### config.mk
export PLATFORM = sky130hd
export DESIGN_NAME = line_segment_clipper
export DESIGN_NICKNAME = d
export VERILOG_FILES = /design/src/rtl/lsc_pkg.sv /design/src/rtl/lsc_front.sv /design/src/rtl/lsc_back.sv /design/src/rtl/line_segment_clipper.sv
export SDC_FILE = /design/constraint.sdc
export NUM_CORES = 2
export LEC_CHECK = 0
export BUFFER_PORTS_ARGS = -buffer_cell sky130_fd_sc_hd__buf_4
export CELL_PAD_IN_SITES_DETAIL_PLACEMENT = 1
export CELL_PAD_IN_SITES_GLOBAL_PLACEMENT = 2
export CORE_ASPECT_RATIO = 1.2
export CORE_UTILIZATION = 43
export CTS_BUF_LIST = sky130_fd_sc_hd__clkbuf_2 sky130_fd_sc_hd__clkbuf_4 sky130_fd_sc_hd__clkbuf_8
export DETAILED_ROUTE_END_ITERATION = 7
export PLACE_DENSITY = 0.93
export REMOVE_ABC_BUFFERS = 1
export SYNTH_ARGS = -nofsm -noshare
export SYNTH_HDL_FRONTEND = slang
export SYNTH_SLANG_ARGS = --single-unit
### constraint.sdc
create_clock -name aclk -period 12.1 [get_ports aclk]
set_clock_uncertainty 0.15 [all_clocks]
set_input_delay 0.605 -clock aclk [delete_from_list [all_inputs] [get_ports aclk]]
set_output_delay 0.605 -clock aclk [all_outputs]
set_load 0.005 [all_outputs]
### src/rtl/lsc_pkg.sv
`timescale 1ns / 1ps
`default_nettype none
package lsc_pkg;

    localparam int CW = 16;

    localparam logic [3:0] CODE_LEFT   = 4'd1;
    localparam logic [3:0] CODE_RIGHT  = 4'd2;
    localparam logic [3:0] CODE_BOTTOM = 4'd4;
    localparam logic [3:0] CODE_TOP    = 4'd8;
    localparam int MAX_STEPS = 4;

    localparam logic [1:0] REG_LEFT   = 2'd0;
    localparam logic [1:0] REG_BOTTOM = 2'd1;
    localparam logic [1:0] REG_RIGHT  = 2'd2;
    localparam logic [1:0] REG_TOP    = 2'd3;

    typedef struct packed {
        logic signed [CW-1:0] start_x;
        logic signed [CW-1:0] start_y;
        logic signed [CW-1:0] end_x;
        logic signed [CW-1:0] end_y;
    } in_item_t;

    typedef struct packed {
        logic                 accepted;
        logic signed [CW-1:0] clip_start_x;
        logic signed [CW-1:0] clip_start_y;
        logic signed [CW-1:0] clip_end_x;
        logic signed [CW-1:0] clip_end_y;
    } out_item_t;

    typedef struct packed {
        logic signed [CW-1:0] left;
        logic signed [CW-1:0] bottom;
        logic signed [CW-1:0] right;
        logic signed [CW-1:0] top;
    } window_t;

    typedef struct packed {
        in_item_t   seg;
        logic [3:0] c0;
        logic [3:0] c1;
    } task_t;

    typedef enum logic [2:0] {
        ST_IDLE, ST_CHECK, ST_MUL, ST_DIV, ST_UPDATE, ST_OUT
    } clip_state_t;

    function automatic logic [3:0] region(input logic signed [CW-1:0] x,
                                          input logic signed [CW-1:0] y,
                                          input window_t w);
        logic [3:0] c;
        c = 4'd0;
        if (x < w.left) c = c | CODE_LEFT;
        else if (x > w.right) c = c | CODE_RIGHT;
        if (y < w.bottom) c = c | CODE_BOTTOM;
        else if (y > w.top) c = c | CODE_TOP;
        return c;
    endfunction

endpackage
`default_nettype wire

### src/rtl/lsc_front.sv
`timescale 1ns / 1ps
`default_nettype none
module lsc_front (
    input  wire                   aclk,
    input  wire                   aresetn,
    input  wire                   s_valid,
    output logic                  s_ready,
    input  lsc_pkg::in_item_t     s_data,
    input  lsc_pkg::window_t      win,
    output logic                  q_valid,
    input  wire                   q_ready,
    output lsc_pkg::task_t        q_data
);
    // Two-entry queue of classified requests.
    lsc_pkg::task_t mem_reg [2];
    logic           wr_ptr_reg, rd_ptr_reg;
    logic [1:0]     cnt_reg;
    lsc_pkg::task_t t;
    logic           push, pop;

    always_comb begin
        t.seg = s_data;
        t.c0  = lsc_pkg::region(s_data.start_x, s_data.start_y, win);
        t.c1  = lsc_pkg::region(s_data.end_x, s_data.end_y, win);
    end

    assign s_ready = (cnt_reg != 2'd2);
    assign q_valid = (cnt_reg != 2'd0);
    assign q_data  = mem_reg[rd_ptr_reg];
    assign push    = s_valid && s_ready;
    assign pop     = q_valid && q_ready;

    always_ff @(posedge aclk) begin
        if (push) begin
            mem_reg[wr_ptr_reg] <= t;
        end
        if (!aresetn) begin
            wr_ptr_reg <= 1'b0;
            rd_ptr_reg <= 1'b0;
            cnt_reg    <= 2'd0;
        end else begin
            if (push) wr_ptr_reg <= ~wr_ptr_reg;
            if (pop) rd_ptr_reg <= ~rd_ptr_reg;
            cnt_reg <= cnt_reg + {1'b0, push} - {1'b0, pop};
        end
    end
endmodule
`default_nettype wire

### src/rtl/lsc_back.sv
`timescale 1ns / 1ps
`default_nettype none
module lsc_back (
    input  wire                   aclk,
    input  wire                   aresetn,
    input  wire                   q_valid,
    output logic                  q_ready,
    input  lsc_pkg::task_t        q_data,
    input  lsc_pkg::window_t      win,
    output logic                  m_valid,
    input  wire                   m_ready,
    output lsc_pkg::out_item_t    m_data
);
    localparam int CW = lsc_pkg::CW;
    localparam int DW = CW + 1;
    localparam int PW = 2 * DW;
    localparam int CNTW = $clog2(PW + 1);

    lsc_pkg::clip_state_t state_reg, state_next;

    logic signed [CW-1:0] x0_reg, y0_reg, x1_reg, y1_reg;
    logic [3:0]           c0_reg, c1_reg;
    logic [2:0]           steps_reg;
    logic [3:0]           co_reg;
    logic signed [CW-1:0] edge_reg;
    logic                 neg_reg, zden_reg;
    logic [DW-1:0]        mag_num_reg, mag_off_reg, mag_den_reg;
    logic [PW-1:0]        quo_reg;
    logic [DW:0]          rem_reg;
    logic [CNTW-1:0]      cnt_reg;
    logic                 out_valid_reg;
    lsc_pkg::out_item_t   out_reg;

    logic [3:0]           co;
    logic signed [CW-1:0] edge_v, a0, b0, b1, e0, e1;
    logic signed [DW-1:0] num, off, den;
    logic [DW:0]          rem_sh;
    logic [PW-1:0]        qv;
    logic signed [CW-1:0] nx, ny, newc;
    logic [3:0]           ncode;
    logic                 start_check, done_acc, done_rej;

    always_comb begin
        co = (c0_reg != 4'd0) ? c0_reg : c1_reg;
        if ((co & lsc_pkg::CODE_TOP) != 4'd0) edge_v = win.top;
        else if ((co & lsc_pkg::CODE_BOTTOM) != 4'd0) edge_v = win.bottom;
        else if ((co & lsc_pkg::CODE_RIGHT) != 4'd0) edge_v = win.right;
        else edge_v = win.left;
        if ((co & (lsc_pkg::CODE_TOP | lsc_pkg::CODE_BOTTOM)) != 4'd0) begin
            b0 = x0_reg; b1 = x1_reg; e0 = y0_reg; e1 = y1_reg;
        end else begin
            b0 = y0_reg; b1 = y1_reg; e0 = x0_reg; e1 = x1_reg;
        end
        a0  = b0;
        num = DW'(b1) - DW'(b0);
        off = DW'(edge_v) - DW'(e0);
        den = DW'(e1) - DW'(e0);
        done_acc = ((c0_reg | c1_reg) == 4'd0);
        done_rej = ((c0_reg & c1_reg) != 4'd0) || (steps_reg >= 3'(lsc_pkg::MAX_STEPS));
        rem_sh = {rem_reg[DW-1:0], quo_reg[PW-1]};
        qv   = neg_reg ? (PW'(0) - quo_reg) : quo_reg;
        newc = zden_reg ? ((co_reg & (lsc_pkg::CODE_TOP | lsc_pkg::CODE_BOTTOM)) != 4'd0
                           ? x0_reg : y0_reg) : CW'(PW'(a0) + qv);
        if ((co_reg & (lsc_pkg::CODE_TOP | lsc_pkg::CODE_BOTTOM)) != 4'd0) begin
            nx = (c0_reg != 4'd0) ? newc : CW'(PW'(x0_reg) + qv);
            ny = edge_reg;
        end else begin
            nx = edge_reg;
            ny = (c0_reg != 4'd0) ? newc : CW'(PW'(y0_reg) + qv);
        end
        if (zden_reg) begin
            if ((co_reg & (lsc_pkg::CODE_TOP | lsc_pkg::CODE_BOTTOM)) != 4'd0)
                nx = (c0_reg != 4'd0) ? x0_reg : x0_reg;
            else
                ny = y0_reg;
        end
        ncode = lsc_pkg::region(nx, ny, win);
    end

    always_comb begin
        state_next = state_reg;
        case (state_reg)
            lsc_pkg::ST_IDLE: if (q_valid) state_next = lsc_pkg::ST_CHECK;
            lsc_pkg::ST_CHECK: begin
                if (done_acc || done_rej) state_next = lsc_pkg::ST_OUT;
                else state_next = lsc_pkg::ST_MUL;
            end
            lsc_pkg::ST_MUL: state_next = lsc_pkg::ST_DIV;
            lsc_pkg::ST_DIV: if (cnt_reg == CNTW'(0)) state_next = lsc_pkg::ST_UPDATE;
            lsc_pkg::ST_UPDATE: state_next = lsc_pkg::ST_CHECK;
            lsc_pkg::ST_OUT: if (!out_valid_reg) state_next = lsc_pkg::ST_IDLE;
            default: state_next = lsc_pkg::ST_IDLE;
        endcase
    end

    always_comb begin
        q_ready     = (state_reg == lsc_pkg::ST_IDLE);
        start_check = (state_reg == lsc_pkg::ST_CHECK);
    end

    assign m_valid = out_valid_reg;
    assign m_data  = out_reg;

    always_ff @(posedge aclk) begin
        case (state_reg)
            lsc_pkg::ST_IDLE: begin
                x0_reg <= q_data.seg.start_x;
                y0_reg <= q_data.seg.start_y;
                x1_reg <= q_data.seg.end_x;
                y1_reg <= q_data.seg.end_y;
                c0_reg <= q_data.c0;
                c1_reg <= q_data.c1;
                steps_reg <= 3'd0;
            end
            lsc_pkg::ST_CHECK: begin
                co_reg      <= co;
                edge_reg    <= edge_v;
                zden_reg    <= (den == DW'(0));
                neg_reg     <= ((num < 0) != (off < 0)) && (num != 0) && (off != 0)
                               ? !(den < 0) : (den < 0);
                mag_num_reg <= num[DW-1] ? DW'(-num) : DW'(num);
                mag_off_reg <= off[DW-1] ? DW'(-off) : DW'(off);
                mag_den_reg <= den[DW-1] ? DW'(-den) : DW'(den);
            end
            lsc_pkg::ST_MUL: begin
                quo_reg <= PW'(mag_num_reg) * PW'(mag_off_reg);
                rem_reg <= '0;
                cnt_reg <= CNTW'(PW);
            end
            lsc_pkg::ST_DIV: begin
                if (cnt_reg != CNTW'(0)) begin
                    if (rem_sh >= {1'b0, mag_den_reg}) begin
                        rem_reg <= rem_sh - {1'b0, mag_den_reg};
                        quo_reg <= {quo_reg[PW-2:0], 1'b1};
                    end else begin
                        rem_reg <= rem_sh;
                        quo_reg <= {quo_reg[PW-2:0], 1'b0};
                    end
                    cnt_reg <= cnt_reg - CNTW'(1);
                end
            end
            lsc_pkg::ST_UPDATE: begin
                steps_reg <= steps_reg + 3'd1;
                if (c0_reg != 4'd0) begin
                    x0_reg <= nx; y0_reg <= ny; c0_reg <= ncode;
                end else begin
                    x1_reg <= nx; y1_reg <= ny; c1_reg <= ncode;
                end
            end
            default: ;
        endcase
        if (start_check && (done_acc || done_rej)) begin
            out_reg.accepted     <= done_acc;
            out_reg.clip_start_x <= done_acc ? x0_reg : '0;
            out_reg.clip_start_y <= done_acc ? y0_reg : '0;
            out_reg.clip_end_x   <= done_acc ? x1_reg : '0;
            out_reg.clip_end_y   <= done_acc ? y1_reg : '0;
        end
        if (!aresetn) begin
            state_reg     <= lsc_pkg::ST_IDLE;
            out_valid_reg <= 1'b0;
        end else begin
            state_reg <= state_next;
            if (start_check && (done_acc || done_rej) && !out_valid_reg)
                out_valid_reg <= 1'b1;
            else if (m_valid && m_ready)
                out_valid_reg <= 1'b0;
        end
    end
endmodule
`default_nettype wire

### src/rtl/line_segment_clipper.sv
`timescale 1ns / 1ps
`default_nettype none
// Port      Dir  Payload
// s_*       in   lsc_pkg::in_item_t, one segment per request
// m_*       out  lsc_pkg::out_item_t, one result per request
// cfg_*     in   window register writes, index 0..3
// A request with no clip step is written to the queue, loaded into the back end when idle,
// checked, and its result registered. Each clip step multiplies, runs the serial divider,
// updates the endpoint and checks again.
// The back end takes a new request only after the result of the last one has been taken.
// A stalled result holds the back end; the two-entry queue then fills and s_ready drops.
// Reset is synchronous and active low; it empties the queue and the result.
module line_segment_clipper (
    input  wire                        aclk,
    input  wire                        aresetn,
    input  wire                        s_valid,
    output logic                       s_ready,
    input  lsc_pkg::in_item_t          s_data,
    output logic                       m_valid,
    input  wire                        m_ready,
    output lsc_pkg::out_item_t         m_data,
    input  wire                        cfg_we,
    input  wire  [1:0]                 cfg_index,
    input  wire  [lsc_pkg::CW-1:0]     cfg_data
);
    lsc_pkg::window_t win_reg;
    logic             q_valid, q_ready;
    lsc_pkg::task_t   q_data;

    always_ff @(posedge aclk) begin
        if (!aresetn) begin
            win_reg.left   <= 16'sd100;
            win_reg.bottom <= 16'sd100;
            win_reg.right  <= 16'sd500;
            win_reg.top    <= 16'sd400;
        end else if (cfg_we) begin
            case (cfg_index)
                lsc_pkg::REG_LEFT:   win_reg.left   <= cfg_data;
                lsc_pkg::REG_BOTTOM: win_reg.bottom <= cfg_data;
                lsc_pkg::REG_RIGHT:  win_reg.right  <= cfg_data;
                lsc_pkg::REG_TOP:    win_reg.top    <= cfg_data;
                default: ;
            endcase
        end
    end

    lsc_front u_front (
        .aclk(aclk), .aresetn(aresetn),
        .s_valid(s_valid), .s_ready(s_ready), .s_data(s_data), .win(win_reg),
        .q_valid(q_valid), .q_ready(q_ready), .q_data(q_data)
    );

    lsc_back u_back (
        .aclk(aclk), .aresetn(aresetn),
        .q_valid(q_valid), .q_ready(q_ready), .q_data(q_data), .win(win_reg),
        .m_valid(m_valid), .m_ready(m_ready), .m_data(m_data)
    );

    a_rej_zero: assert property (@(posedge aclk) disable iff (!aresetn)
        (m_valid && !m_data.accepted) |-> (m_data.clip_start_x == '0 &&
        m_data.clip_end_y == '0)) else $error("rejected result not cleared");
    a_no_ready_full: assert property (@(posedge aclk) disable iff (!aresetn)
        (s_valid && s_ready) |=> (q_valid)) else $error("queue lost a request");
endmodule
`default_nettype wire

# --- Word level (Yosys, flattened, before mapping) ---
# Memories as Yosys holds them, arrays and structs flattened. A register that Yosys moved wholly into a read port is not among the register bits.
# Index checks and enable logic that the tools add are counted.
# Widths: inputs -> output; s select.
classes:
  reduce_logical: 35
  magnitude_cmp: 17
  n_bitwise: 4
  eq_ne: 16
  multipliers: 1
  add_sub_neg: 15
  n_mux: 65
ops:
  columns: ["op", "count"]
  rows:
  - ["$mux 16", 23]
  - ["$pmux 16 s2", 4]
  - ["$gt 16x16->1", 6]
  - ["$lt 16x16->1", 6]
  - ["$pmux 34 s2", 1]
  - ["$reduce_bool 32->1", 2]
  - ["$lt 17x1->1 const B", 3]
  - ["$neg 17->17", 3]
  - ["$sub 16x16->17", 3]
  - ["$add 16x16->16", 3]
  - ["$mux 4", 11]
  - ["$mul 17x17->34", 1]
  - ["$mux 17", 2]
  - ["$mux 34", 1]
  - ["$pmux 17 s2", 1]
  - ["$ge 18x17->1", 1]
  - ["$pmux 3 s6", 1]
  - ["$logic_not 17->1", 1]
  - ["$sub 17x17->17", 1]
  - ["$pmux 4 s2", 2]
  - ["$reduce_bool 4->1", 4]
  - ["$sub 1x16->16 const A", 1]
  - ["$reduce_and 2->1", 7]
  - ["$mux 3", 4]
  - ["other kinds (31)", 61]
word_totals:
  out_inout_bits: 67
  memories: 1
  elab_cells: 188
  reg_bits: 342
  ram_bits: 144
  inputBits: 87
memory_table:
  columns: ["name", "words", "width", "rd", "rd_ports_with_merged_regs", "wr", "line", "source"]
  rows:
  - ["u_front.mem_reg", 2, 72, 1, 1, 1, "lsc_front.sv:15", "lsc_pkg::task_t mem_reg [2];"]

# --- Longest topological paths before layout ---
logic_depth:
  ltp_word: 16
  ltp_mapped: 27
  mapped_depth_nobuf: 27

# --- Modules after synthesis ---
# From an unflattened synthesis, not the netlist that was laid out.
hier_totals:
  hier_cells: 4203
  hier_area_um2: 40875.5
modules_own_cells:
  columns: ["mod", "cells_per_inst", "seq_area_each_um2", "area_per_inst_um2", "n_inst"]
  rows:
  - ["lsc_back", 3326, 8127.8, 30042.6, 1]
  - ["lsc_front", 642, 4424.2, 8385.5, 1]
  - ["line_segment_clipper", 235, 1281.2, 2447.3, 1]

# --- Worst setup path after synthesis ---
# No wires, ideal clock.
synth_path:
  path_type: "register to register"
  start: "reg u_back.state_reg[0]"
  end: "reg u_back.out_reg (netlist bit u_back.m_data[0]), enable pin"
  period_less_slack_ns: 8.524
  n_path_buf: 0
  stages_incl_launch_ff: 5
  t_arrival_ns: 7.956
  setup_ns: 0.419
  path_slack_ns: 3.576
  required_time_ns: 11.531
  path_cell_list: "dfxtp_1 -> inv_1 -> nor3_1 -> o21ai_0 -> inv_1"
synth_via:
  elab_chain_len: 2
synth_rtl:
  columns: ["item", "line", "source"]
  rows:
  - ["start, declared", "lsc_back.sv:19", "lsc_pkg::clip_state_t state_reg, state_next;"]
  - ["start signal, assigned", "lsc_back.sv:160", "state_reg <= lsc_pkg::ST_IDLE;"]
  - ["start signal, assigned", "lsc_back.sv:163", "state_reg <= state_next;"]
  - ["$eq 3x1->1", "lsc_back.sv:98", "start_check = (state_reg == lsc_pkg::ST_CHECK);"]
  - ["$logic_and 1x1->1", "lsc_back.sv:152", "if (start_check && (done_acc || done_rej)) begin"]
  - ["end, declared", "lsc_back.sv:32", "lsc_pkg::out_item_t out_reg;"]
# Every way passes these cells.
# A chain may end at the register's enable or synchronous reset.

# --- Worst setup path after layout ---
layout_path:
  start: "reg u_back.mag_num_reg[9]"
  end: "reg u_back.quo_reg[30] (data pin)"
layout_via:
  elab_chain_len: 2
layout_rtl:
  columns: ["item", "line", "source"]
  rows:
  - ["start, declared", "lsc_back.sv:27", "logic [DW-1:0] mag_num_reg, mag_off_reg, mag_den_reg;"]
  - ["start signal, assigned", "lsc_back.sv:121", "mag_num_reg <= num[DW-1] ? DW'(-num) : DW'(num);"]
  - ["$mul 17x17->34", "lsc_back.sv:126", "quo_reg <= PW'(mag_num_reg) * PW'(mag_off_reg);"]
  - ["$pmux 34 s2", "lsc_back.sv:105", "case (state_reg)"]
  - ["end signal, assigned", "lsc_back.sv:126", null]
  - ["end signal, assigned", "lsc_back.sv:134", "quo_reg <= {quo_reg[PW-2:0], 1'b1};"]
  - ["end signal, assigned", "lsc_back.sv:137", "quo_reg <= {quo_reg[PW-2:0], 1'b0};"]
  - ["end, declared", "lsc_back.sv:28", "logic [PW-1:0] quo_reg;"]
# Every way passes these cells.

==> impl_metrics.toml <==
[critical_path]
reg2reg_to = "u_back.quo_reg[30]"
crit_slowest_cell = "edfxtp_1"
cp_max_fo = 17
critPathKind = "flip-flop to flip-flop"
rr_worst_depth = 21
path_delay_family = "adder cells"
cpPeakStageDelay_ns = 0.85
r2r-start = "u_back.mag_num_reg[9]"
cp_cell_sequence = "nand2_1 -> fa_1 -> fa_1 -> fa_1 -> fa_1 -> inv_1 -> fa_1 -> inv_1 -> fa_1 -> inv_1 -> ha_1 -> a21o_1 -> a22o_1 -> a21o_1 -> o21ai_0 -> a31o_2 -> a21oi_1 -> or4b_2 -> a31oi_1 -> xnor2_1 -> o21ai_0"
crit_path_end_kind = "flip-flop"
arrival_ns = 7.78
crit_top_cell = "fa_1"
path_buf_inv = 3
r2r_slack_ns = 4.63
required_ns = 12.42
start_kind = "flip-flop"

[route]
viasPerCell = 5.58
wl_per_cell_um = 23.1
initialDrtViolationCount = 1517
firstDrtPassIters = 5
route.antenna.remaining_nets = 0
num_vias = 31000
routed_wl_mm = 128
drcViolationCount = 0

[synthesis]
synthFlopType = "edfxtp_1"
syn_inst = 4040
async_flop_share_pct = 0
synth_warnings = 0
yosysSeqAreaShare_pct = 34.7
synth_edf_count = 412
ys_ff_latch = 485
avgSynthCellArea_um2 = 9.87
ys_types = 84
synth_area_um2 = 39900

[global_routing]
first_global_vias = 33800
overflow = 0
grt_max_degree = 74
antenna_found_initial = 1
grt_pass1_wl_mm = 196
track_usage_pct = 27.6

[clock_tree]
clk_pin_slew_worst_paths_ns = 0.07
clk_path_buf_depth = 3
htreeDepth = 3
cts_tree = "done"
cts-buffers-inserted = 82
worstSkewPairLatency_ns = 0.74
cts_root_buf = "clkbuf_8"
cts.sinks = 485
post_cts_buffers = 0

[run_status]
outcome = "complete, no violations"

[die]
dieWidth_um = 280
rows = 122
core_um2 = 92000
die-area_um2 = 94000
chipHeight_um = 336
ios = 154
initial_core_util_pct = 43.3

[timing]
fmax_mhz = 134
fin_tns_setup_ns = 0
worst_slew_pin_slew_ns = 1.19
max_slew_margin_pct = 19.8
fin_crit_ns = 7.47
setup_viol = 0
hold_viol = 0
slew_viol_final = 0
fin_crit_sh_pct = 61.7
rsz0062_at_grt = "no"

[cells_and_area]
nFillCells = 10300
mostFrequentLayoutCells = "nand2_1, inv_1, ha_1, edfxtp_1, fa_1"
drive_gt1_share_pct = 9.68
syn2layout_area_growth_pct = 12.5
fin_nets = 4980
largest_reg_flops = 144
final_common_cell = "nand2_1"
finalInstanceArea_um2 = 44900

[hold_path]
hold_start = "s_valid"
holdPathStages = 2
hold_class = "input port to flip-flop"
holdPathEnd = "u_front.mem_reg[1][17]"

[placement]
dp_hpwl_mm = 101
finalWeightedCongestion = 0.941
dpl_cell_area_um2 = 42400
port_buffers = 153

[job]
drv_cap = 0
==> cell families after synthesis <==
family	count (synthesis)	synth area share (%)
AO/OA/AOI/OAI	818	13.0
XOR/XNOR	169	3.78
AND/OR/NAND/NOR	1200	14.6
buffers and inverters	572	5.42
flip-flops	485	34.7
multiplexers	149	3.88
adder cells (fa/ha/maj)	647	24.7
==> per-stage QoR <==
stage / utilization [%] / setup slack, ns / cells / hold WS, ns
finish: 48.7 / 4.63 / 5551 / 0.220
global route: 48.7 / 4.36 / 5550 / 0.219
CTS: 48.7 / 4.69 / 5549 / 0.169
detailed placement: 46.0 / 4.68 / 5321 / 0.310
global placement: 46.0 / 4.77 / 5321 / 0.303
floorplan: - / 1.31 / 3899 / 0.293
==> worst max-delay path by stage <==
stage / slack, ns / startpoint / depth (start not counted) / to
floorplan: 1.31 / u_back.c0_reg[1] / 19 / u_back.c0_reg[3]
global placement: 4.77 / u_back.mag_num_reg[5] / 22 / u_back.quo_reg[32]
detailed placement: 4.68 / u_back.mag_num_reg[5] / 22 / u_back.quo_reg[30]
CTS: 4.69 / u_back.mag_num_reg[5] / 22 / u_back.quo_reg[30]
global route: 4.36 / u_back.mag_off_reg[10] / 23 / u_back.quo_reg[30]
finish: 4.63 / u_back.mag_num_reg[9] / 21 / u_back.quo_reg[30]
==> cell type report <==
class	instances	area (um2)	area share [%]
diodes	2	5.00	0.0112
clock inverters	38	323	0.720
repair buffers	263	2180	4.85
flip-flops and latches	485	13800	30.8
well taps	1240	1550	3.46
clock buffers	109	1360	3.02
inverters	431	1620	3.61
multi-input cells	2983	24000	53.5
==> Yosys cell counts (all sizes together) (6+ instances only) <==
cell type	instances	area [um2]
nand2	468	1760
inv	429	1610
ha	416	5200
edfxtp	412	12400
fa	231	4620
a21oi	225	1130
o21ai	216	1080
and2	205	1280
nor2	204	766
clkbuf	128	480
xnor2	121	1070
mux2i	104	1040
a21o	84	631
dfxtp	73	1460
a21boi	63	473
nor2b	59	369
nor3	49	250
xor2	48	439
nand2b	46	288
mux2	45	507
a211oi	39	293
nand4	37	231
o211ai	30	235
o21a	30	225
nand3	28	140
a31oi	23	156
o31ai	20	169
and3	19	119
or3	19	119
or2	16	100
buf	13	61.3
o21bai	13	97.6
a2111oi	11	103
nor4	11	75.1
o31a	11	96.3
and4	10	87.6
a31o	9	78.8
nand3b	8	60.1
nor3b	8	60.1
a22o	6	52.6
==> per-layer routing <==
| layer | vias up | wire length (um) | track usage (%) |
|---|---|---|---|
| li1 | 14400 | - | - |
| met1 | 15500 | 49000 | 30.1 |
| met2 | 745 | 66400 | 50.5 |
| met3 | 326 | 4540 | 3.24 |
| met4 | 0 | 8180 | 17.0 |
| met5 | - | 0 | 0 |
==> repair_timing <==
| action | CTS | global route |
|---|---|---|
| hold endpoints to repair | 183 | 0 |
| resized for setup | 0 | 0 |
| hold buffers | 81 | 0 |
Power is left out: the tool's default activity adds up to more than one toggle a clock period on the data nets, which glitch-free logic cannot reach.
